--- src/rtl/rdpc_pkg.sv ---
// shared types and constants of the row delta pixel coder
`default_nettype none

package rdpc_pkg;

  localparam int PIX_W      = 24;
  localparam int ROW_LEN_W  = 13;
  localparam int CFG_DATA_W = 13;
  localparam int CFG_IDX_W  = 2;

  // configuration register indexes
  typedef enum logic [CFG_IDX_W-1:0] {
    CFG_DIRECTION    = 2'd0,
    CFG_PIXEL_FORMAT = 2'd1,
    CFG_GRAY_MODE    = 2'd2,
    CFG_ROW_LENGTH   = 2'd3
  } cfg_idx_e;

  localparam logic DIR_ENCODE = 1'b0;
  localparam logic DIR_DECODE = 1'b1;
  localparam logic FMT_565    = 1'b0;
  localparam logic FMT_BYTES  = 1'b1;

  typedef struct packed {
    logic [PIX_W-1:0] pixel_in;
    logic             frame_start;
  } pix_in_t;

  typedef struct packed {
    logic [PIX_W-1:0] pixel_out;
    logic             row_end;
  } pix_out_t;

  // controls of the per-field add/subtract unit
  typedef struct packed {
    logic sub;
    logic pixel_format;
    logic gray_mode;
  } comb_ctrl_t;

endpackage

`default_nettype wire

--- src/rtl/rdpc_combine.sv ---
// wrapping add or subtract of a pixel and its left neighbour, per field or on the gray part only
`default_nettype none

module rdpc_combine
  import rdpc_pkg::*;
(
  input  logic [PIX_W-1:0] a_i,
  input  logic [PIX_W-1:0] b_i,
  input  comb_ctrl_t       ctrl_i,
  output logic [PIX_W-1:0] res_o
);

  logic [15:0] w16;
  logic [4:0]  r5;
  logic [5:0]  g6;
  logic [4:0]  b5;
  logic [7:0]  y0;
  logic [7:0]  y1;
  logic [7:0]  y2;

  always_comb begin
    w16 = ctrl_i.sub ? (a_i[15:0] - b_i[15:0]) : (a_i[15:0] + b_i[15:0]);
    r5  = ctrl_i.sub ? (a_i[15:11] - b_i[15:11]) : (a_i[15:11] + b_i[15:11]);
    g6  = ctrl_i.sub ? (a_i[10:5] - b_i[10:5]) : (a_i[10:5] + b_i[10:5]);
    b5  = ctrl_i.sub ? (a_i[4:0] - b_i[4:0]) : (a_i[4:0] + b_i[4:0]);
    y0  = ctrl_i.sub ? (a_i[7:0] - b_i[7:0]) : (a_i[7:0] + b_i[7:0]);
    y1  = ctrl_i.sub ? (a_i[15:8] - b_i[15:8]) : (a_i[15:8] + b_i[15:8]);
    y2  = ctrl_i.sub ? (a_i[23:16] - b_i[23:16]) : (a_i[23:16] + b_i[23:16]);

    if (ctrl_i.pixel_format == FMT_565) begin
      // upper byte is always zero in 5-6-5
      if (ctrl_i.gray_mode) begin
        res_o = {8'h00, w16};
      end else begin
        res_o = {8'h00, r5, g6, b5};
      end
    end else begin
      if (ctrl_i.gray_mode) begin
        res_o = {a_i[23:8], y0};
      end else begin
        res_o = {y2, y1, y0};
      end
    end
  end

endmodule

`default_nettype wire

--- src/rtl/row_delta_pixel_coder.sv ---
// top level of the row delta pixel coder: config, row state, output skid
`default_nettype none

// Horizontal left-neighbour DPCM over a raster pixel stream.
// in channel (in_valid_i/in_ready_o/in_data_i): one word per pixel, with
// frame_start marking the first pixel of an image. out channel carries one
// word per input word: the left difference (encode) or the rebuilt pixel
// (decode); the first pixel of each row passes unchanged, row_end flags the
// last pixel of a row.
// cfg channel: register index plus data, always ready; write only while idle.
// a word accepted into an empty or draining result register lands there,
// else in the skid register. one word per cycle while in_ready_o is high,
// set by the single add/subtract stage whose result feeds the left-pixel
// register. stall: a two-entry output (result register plus skid register)
// keeps the input open for one more word while the receiver holds off; with
// both full in_ready_o drops until the receiver takes a word.
// reset: encode, 5-6-5, per-field, row length 4096, column 0, left pixel 0,
// both output entries empty. no clearing pass is needed.

module row_delta_pixel_coder
  import rdpc_pkg::*;
#(
  parameter int MAX_ROW_LENGTH = 4096
) (
  input  logic                  clk_i,
  input  logic                  rst_ni,

  input  logic                  in_valid_i,
  output logic                  in_ready_o,
  input  pix_in_t               in_data_i,

  output logic                  out_valid_o,
  input  logic                  out_ready_i,
  output pix_out_t              out_data_o,

  input  logic                  cfg_valid_i,
  output logic                  cfg_ready_o,
  input  logic [CFG_IDX_W-1:0]  cfg_index_i,
  input  logic [CFG_DATA_W-1:0] cfg_data_i
);

  // column counter just holds 0..MAX-1; length compare needs one more bit
  localparam int CntW = (MAX_ROW_LENGTH > 2) ? $clog2(MAX_ROW_LENGTH) : 1;
  localparam int LenW = (CntW + 1 > ROW_LEN_W) ? CntW + 1 : ROW_LEN_W;

  // configuration registers
  logic                 direction_q;
  logic                 pixel_format_q;
  logic                 gray_mode_q;
  logic [ROW_LEN_W-1:0] row_length_q;

  // row state
  logic [PIX_W-1:0] left_q, left_d;
  logic [CntW-1:0]  column_q, column_d;

  // output entries
  pix_out_t out_q, skid_q;
  logic     out_vld_q, skid_vld_q;

  logic in_fire, out_fire;
  logic [LenW-1:0] len_raw, len_eff, col_inc;
  logic [CntW-1:0] col_cur;
  logic [PIX_W-1:0] pix, comb_res;
  comb_ctrl_t ctrl;
  pix_out_t   res;
  logic       last;

  assign cfg_ready_o = 1'b1;
  assign in_ready_o  = !skid_vld_q;
  assign in_fire     = in_valid_i && in_ready_o;
  assign out_fire    = out_vld_q && out_ready_i;
  assign out_valid_o = out_vld_q;
  assign out_data_o  = out_q;

  always_ff @(posedge clk_i or negedge rst_ni) begin
    if (!rst_ni) begin
      direction_q    <= DIR_ENCODE;
      pixel_format_q <= FMT_565;
      gray_mode_q    <= 1'b0;
      row_length_q   <= ROW_LEN_W'(4096);
    end else if (cfg_valid_i && cfg_ready_o) begin
      unique case (cfg_index_i)
        CFG_DIRECTION:    direction_q    <= cfg_data_i[0];
        CFG_PIXEL_FORMAT: pixel_format_q <= cfg_data_i[0];
        CFG_GRAY_MODE:    gray_mode_q    <= cfg_data_i[0];
        CFG_ROW_LENGTH:   row_length_q   <= cfg_data_i[ROW_LEN_W-1:0];
        default: ;
      endcase
    end
  end

  // zero acts as one, oversize saturates
  always_comb begin
    len_raw = LenW'(row_length_q);
    if (row_length_q == '0) begin
      len_eff = LenW'(1);
    end else if (len_raw > LenW'(MAX_ROW_LENGTH)) begin
      len_eff = LenW'(MAX_ROW_LENGTH);
    end else begin
      len_eff = len_raw;
    end
  end

  always_comb begin
    col_cur = in_data_i.frame_start ? '0 : column_q;
    pix     = (pixel_format_q == FMT_565) ?
              {8'h00, in_data_i.pixel_in[15:0]} : in_data_i.pixel_in;
    ctrl.sub          = (direction_q == DIR_ENCODE);
    ctrl.pixel_format = pixel_format_q;
    ctrl.gray_mode    = gray_mode_q;
  end

  rdpc_combine u_combine (
    .a_i    (pix),
    .b_i    (left_q),
    .ctrl_i (ctrl),
    .res_o  (comb_res)
  );

  always_comb begin
    if (col_cur == '0) begin
      res.pixel_out = pix;
      left_d        = pix;
    end else if (direction_q == DIR_ENCODE) begin
      res.pixel_out = comb_res;
      left_d        = pix;
    end else begin
      // decode chains on the rebuilt pixel
      res.pixel_out = comb_res;
      left_d        = comb_res;
    end
    col_inc     = LenW'(col_cur) + LenW'(1);
    last        = (col_inc >= len_eff);
    column_d    = last ? '0 : col_inc[CntW-1:0];
    res.row_end = last;
  end

  always_ff @(posedge clk_i or negedge rst_ni) begin
    if (!rst_ni) begin
      left_q   <= '0;
      column_q <= '0;
    end else if (in_fire) begin
      left_q   <= left_d;
      column_q <= column_d;
    end
  end

  // result register plus skid register
  always_ff @(posedge clk_i or negedge rst_ni) begin
    if (!rst_ni) begin
      out_vld_q  <= 1'b0;
      skid_vld_q <= 1'b0;
    end else if (skid_vld_q) begin
      if (out_fire) begin
        skid_vld_q <= 1'b0;
      end
    end else if (in_fire) begin
      if (!out_vld_q || out_fire) begin
        out_vld_q <= 1'b1;
      end else begin
        skid_vld_q <= 1'b1;
      end
    end else if (out_fire) begin
      out_vld_q <= 1'b0;
    end
  end

  always_ff @(posedge clk_i) begin
    if (skid_vld_q) begin
      if (out_fire) begin
        out_q <= skid_q;
      end
    end else if (in_fire) begin
      if (!out_vld_q || out_fire) begin
        out_q <= res;
      end else begin
        skid_q <= res;
      end
    end
  end

`ifndef ASSERT_OFF
  a_skid_needs_out: assert property (@(posedge clk_i) disable iff (!rst_ni)
    skid_vld_q |-> out_vld_q)
    else $error("skid entry valid while result register empty");

  a_empty_fill: assert property (@(posedge clk_i) disable iff (!rst_ni)
    (in_fire && !out_vld_q) |=> (out_vld_q && !skid_vld_q))
    else $error("word into empty output did not land in result register");

  a_row_wrap: assert property (@(posedge clk_i) disable iff (!rst_ni)
    (in_fire && last) |=> (column_q == '0))
    else $error("column not cleared after last pixel of row");

  a_col_range: assert property (@(posedge clk_i) disable iff (!rst_ni)
    (LenW'(column_q) < LenW'(MAX_ROW_LENGTH)))
    else $error("column beyond maximum row length");
`endif

endmodule

`default_nettype wire

--- config.mk ---
export PLATFORM = sky130hd
export DESIGN_NAME = row_delta_pixel_coder
export DESIGN_NICKNAME = d
export VERILOG_FILES = /design/src/rtl/rdpc_pkg.sv /design/src/rtl/rdpc_combine.sv /design/src/rtl/row_delta_pixel_coder.sv
export SDC_FILE = /design/constraint.sdc
export NUM_CORES = 1
export LEC_CHECK = 0
export BUFFER_PORTS_ARGS = -buffer_cell sky130_fd_sc_hd__buf_2
export CORE_MARGIN = 8
export CORE_UTILIZATION = 23
export CTS_CLUSTER_SIZE = 16
export DETAILED_ROUTE_END_ITERATION = 6
export PLACE_DENSITY = 0.44
export SETUP_SLACK_MARGIN = 0.1
export SYNTH_ARGS = -nofsm -noshare
export SYNTH_HDL_FRONTEND = slang
export SYNTH_SLANG_ARGS = --single-unit
--- constraint.sdc ---
create_clock -name clk_i -period 3.6 [get_ports clk_i]
set_input_delay 0.72 -clock clk_i [delete_from_list [all_inputs] [get_ports clk_i]]
set_output_delay 0.72 -clock clk_i [all_outputs]
set_load 0.03 [all_outputs]
=== Yosys cells after proc, flatten, opt, wreduce, memory -nomap -nowiden ===
Index checks and enable logic that the tools add are counted.
W data, S select, Z words.

* Word-level logic and storage cells: 83
* Output and inout port bits: 28
* Register bits: 104
* Input port bits: 45

* Muxes and demuxes: 29
* Equality and inequality tests: 5
* Reduce and logical (&&, ||, !) cells: 18
* Bitwise logic cells: 2
* $lt $le $gt $ge: 2
* Add/subtract/negate cells: 15

{| class="wikitable"
|+ Operators with widths
! operator !! number
|-
| $mux W24 || 6
|-
| $mux W25 || 4
|-
| $mux W16 || 2
|-
| $mux W13 || 2
|-
| $add A8 B8 Y8 || 3
|-
| $mux W12 || 2
|-
| $mux W8 || 3
|-
| $sub A8 B8 Y8 || 3
|-
| $add A16 B16 Y16 || 1
|-
| $sub A16 B16 Y16 || 1
|-
| $add A12 B1 Y13 const B || 1
|-
| $ge A13 B13 Y1 || 1
|-
| $gt A13 B13 Y1 const B || 1
|-
| $logic_not A13 Y1 || 1
|-
| $logic_not A12 Y1 || 1
|-
| $add A5 B5 Y5 || 2
|-
| $mux W5 || 2
|-
| $sub A5 B5 Y5 || 2
|-
| $reduce_and A3 Y1 || 3
|-
| $reduce_and A2 Y1 || 4
|-
| $mux W1 || 7
|-
| $add A6 B6 Y6 || 1
|-
| $mux W6 || 1
|-
| $reduce_bool A2 Y1 || 3
|-
| 9 further kinds || 14
|}

=== Longest topological paths before layout ===
* Depth after elaboration: 9
* Mapped depth: 17

=== Hierarchy ===
From an unflattened synthesis, not the netlist that was laid out.

* Cell total of the unflattened synthesis: 841
* Area, all modules: 7987.7 um^2

{| class="wikitable"
|+ Modules (own cells, without submodules)
! module !! instances !! area each (um^2) !! cells an instance !! sequential area each (um^2)
|-
| row_delta_pixel_coder || 1 || 5170.0 || 451 || 2854.0
|-
| rdpc_combine || 1 || 2817.7 || 390 || 0.0
|}

=== Least setup slack after synthesis ===
No wires, ideal clock.

* Path type: register -> register
* Start: register direction_q
* End: register out_q, in the netlist out_data_o[16], data pin
* Data arrival time: 3.307 ns
* Slack: 0.033 ns
* Clock period less this slack: 3.567 ns
* Stages on the path, launching flop included: 14
* Setup time: 0.260 ns
* Cell sequence: dfrtp_1 > clkbuf_1 > clkbuf_1 > buf_1 > mux2_2 > ha_1 > a211oi_1 > o21a_1 > a211oi_1 > nor3b_1 > xnor2_1 > o221ai_2 > mux2_4 > mux2_4

{| class="wikitable"
|+ RTL lines
! item !! RTL line !! RTL
|-
| start: declaration || row_delta_pixel_coder.sv:47 || <nowiki>logic direction_q;</nowiki>
|-
| start signal: assignment || row_delta_pixel_coder.sv:83 || <nowiki>CFG_DIRECTION: direction_q <= cfg_data_i[0];</nowiki>
|-
| end signal: assignment || row_delta_pixel_coder.sv:171 || <nowiki>out_q <= skid_q;</nowiki>
|-
| end signal: assignment || row_delta_pixel_coder.sv:175 || <nowiki>out_q <= res;</nowiki>
|-
| end: declaration || row_delta_pixel_coder.sv:57 || <nowiki>pix_out_t out_q, skid_q;</nowiki>
|}

==> impl_metrics.csv <==
group,metric,value,unit
outcome,outcome,"finished clean",
power_and_ir_drop,vdd_drop_max,0.3764,mV
route,routed_wl,24.45,mm
sta,finalSetupTns,0,ns
yosys,synthXorXnorAreaFrac,8.569,%
worst_setup_path,crit_buf_inv,2,
sta,worst_pin_slew,0.7931,ns
floorplanning,die_area,39840,µm²
clock_tree,clock-root-buffer,"clkbuf_16",
placement,placedInstanceArea,9230,µm²
sta,finClkSkew,0.01585,ns
power_and_ir_drop,switchingPower,4.385,mW
route,avgRoutedWirePerCell,17.05,µm
yosys,synth_top_area_cell,"edfxtp_1",
global_route,grt_pass1_wl,38.28,mm
clock_tree,clk_latency,0.37,ns
yosys,synth_compound_area_share,15.80,%
clock_tree,cts_tree,"yes",
worst_setup_path,crit_type,"reg2reg",
floorplanning,dieWidth,199.6,µm
power_and_ir_drop,pwr-share-seq,21.9,%
worst_setup_path,cp.arrival,3.67,ns
sta,rsz0062_at_grt,"true",
worst_setup_path,worstPathRequired,3.73,ns
placement,dp_hpwl,19.04,mm
global_route,grt_pass1_vias,6626,
yosys,synth_top_family_by_area,"simple AND/OR/NAND/NOR gates",
yosys,synth_top_area_share,19.36,%
worst_setup_path,slowest_stage,"dfrtp_1",
global_route,gr-usage-all-layers,12.42,%
power_and_ir_drop,leakagePower,4.193,nW
global_route,antenna_found_initial,0,
yosys,synth_area,7754,µm²
route,routed_via_density,4.570,
worst_setup_path,r2r_cells,16,
yosys,ys_ff_latch,104,
route,num_vias,6554,
floorplanning,die_height,199.6,µm
layout,nets,1092,
sta,layout_min_cycle_time,3.546,ns
yosys,synthMuxAreaShare,8.391,%
sta,fmax,0.2820,GHz
power_and_ir_drop,power.density,959.1,nW/µm²
yosys,yosysSeqAreaShare,36.81,%
layout,area_growth,26.74,%
global_route,grt_max_degree,33,
power_and_ir_drop,combPwrFrac,67.0,%
layout,diodes,0,
layout,finalNonFillerCells,1434,
floorplanning,ioPinCount,73,
route,dr.pass1.iters,5,
sta,timing.final.crit_share,98.50,%
power_and_ir_drop,sw_frac_of_total,46.53,%
power_and_ir_drop,power,9.425,mW
yosys,synth_fa_ha_area_share,11.13,%
placement,place_congestion,0.8176,
clock_tree,postCtsHoldBufs,0,
placement,io_buffers,71,
yosys,ys_types,67,
clock_tree,clockBufferDepth,2,
worst_setup_path,crit_fanout,4,
clock_tree,path_clk_slew,0.08,ns
layout,fin_area,9827,µm²
worst_setup_path,crit_family,"simple AND/OR/NAND/NOR gates",
route,antenna_left,0,
floorplanning,start_util,23.24,%
placement,dp_cells,1411,
yosys,avgSynthCellArea,9.253,µm²
yosys,postSynth.asyncResetShare,51.92,%
worst_setup_path,crit_cells,16,
yosys,synth_ff_type,"dfrtp_1",
power_and_ir_drop,p_clk_share,11.1,%
floorplanning,rows,67,
yosys,synthCells,838,
power_and_ir_drop,p_int,5.040,mW
layout,final_cell_mix,"nand2_1, buf_4, nor2_1",
layout,layout_commonest_cell,"nand2_1",
yosys,synth.net_count,949,
yosys,synth_edf_count,50,
clock_tree,h-tree-depth,3,
job,cap_violations,0,
sta,hold_viol,0,
route,drt_iter0_markers,306,
layout,layout-drive-gt1-share,28.40,%
clock_tree,cts_inserted_buffers,9,
sta,drv_slew,0,
worst_setup_path,start_kind,"register",
global_route,gr-total-overflow,0,
route,drc,0,
layout,utilization,29.45,%
min_path,hold_path_class,"in2async",
sta,max_slew_margin,47.13,%
worst_setup_path,end_kind,"register",
floorplanning,core-area,33360,µm²
worst_setup_path,worstPathCellList,"inv_2 > ha_4 > or3b_4 > nor4b_4 > buf_4 > a21oi_2 > xor2_1 > ha_1 > nand2_1 > a21oi_2 > o31ai_2 > o211ai_1 > xnor2_1 > o221ai_2 > mux2_4 > mux2_4",
sta,setup_viol,0,
yosys,ys_warn_count,0,
clock_tree,clock-sinks,104,
worst_setup_path,critPathMaxStageDelay,0.42,ns
yosys,synthSimpleGateAreaFrac,15.93,%
yosys,synth_area_leaders,"edfxtp_1, dfrtp_1, ha_1",
[layer usage]
metal / wire, µm / track usage [%]
met5: 0 / 0
met4: 317 / 2.807
met3: 788 / 2.038
met2: 11230 / 20.16
met1: 12110 / 17.05
[power by group through the flow]
stage               clock network, mW  registers, mW  logic [mW]
floorplan                           0           2.30        3.67
global placement                    0           2.08        5.93
detailed placement                  0           2.09        5.92
CTS                              1.09           2.06        6.05
global route                     1.13           2.11        6.96
finish                           1.05           2.06        6.32
[path summary, 6_finish.rpt]
path | from | to | slack [ns]
min in group clk_i | left_q[23] | left_q[23] | 0.53
worst max register to register | left_q[5] | out_data_o[16] | 0.05
worst min register to register | left_q[23] | left_q[23] | 0.53
worst max-delay path | left_q[5] | out_data_o[16] | 0.05
worst min-delay path | rst_ni | len_raw[5] | 0.44
max in group asynchronous | rst_ni | len_raw[12] | 2.40
[cell type report]
type | count | area, µm²
clock buffers | 9 | 225.2
clock inverters | 7 | 86.33
fillers | 3630 | 23540
inverters | 29 | 108.9
multi-input cells | 668 | 4881
flip-flops and latches | 104 | 2854
well taps | 448 | 560.5
repair buffers | 169 | 1111
[Yosys cell counts (2+ instances only)]
master / number
clkbuf_1: 26
nand3_1: 15
nor3_1: 10
xor2_1: 34
xnor2_1: 40
inv_1: 29
a221o_1: 3
mux2i_1: 17
nor3b_1: 5
a21oi_1: 56
nand2b_1: 7
nor2_1: 79
o31ai_1: 14
edfxtp_1: 50
a21o_1: 12
mux2_2: 40
o21ai_0: 53
o21bai_1: 5
mux2_4: 2
nor2b_1: 12
nand4_1: 5
nand2_1: 104
a22oi_1: 3
o211ai_1: 5
buf_1: 5
and3_1: 5
o41ai_1: 2
ha_1: 61
or3_1: 5
and2_1: 8
o22ai_1: 3
nor4_1: 5
a31oi_1: 15
fa_1: 5
dfrtp_1: 53
a211oi_1: 7
buf_2: 4
o21a_1: 5
[flip-flops by register name, summed over array words and instances (netlist names)]
register / count
left_q: 24
out_valid_o: 1
len_raw: 13
pixel_format_q: 1
out_data_o: 25
skid_q: 25
column_q: 12
direction_q: 1
skid_vld_q: 1
gray_mode_q: 1
[metrics by stage]
stage          setup WS, ns  hold slack (ns)
3_3_place_gp        -0.1452           0.4993
5_1_grt             -0.1033           0.4908
6_report            0.05403           0.4355
3_5_place_dp        -0.1270           0.5088
4_1_cts             0.06375           0.4500
2_1_floorplan        0.1112           0.4244
[cells by family (layout without fill, tap and decap cells)]
kind of cell / count (synthesis) / in the layout
XOR/XNOR: 75 / 75
AND/OR/NAND/NOR: 269 / 269
other: 1 / 1
flip-flops: 104 / 104
buffers and inverters: 66 / 214
multiplexers: 59 / 59
adder cells (fa/ha/maj): 66 / 66
AO/OA/AOI/OAI: 198 / 198
[repair_timing]
item / 4_1_cts / 5_1_grt
pin swaps: 6 / 33
gates resized for setup: 12 / 53
endpoints found under the setup margin: 12 / 28
setup buffers: 3 / 4
No activity file was read; power rests on OpenSTA's default activity.
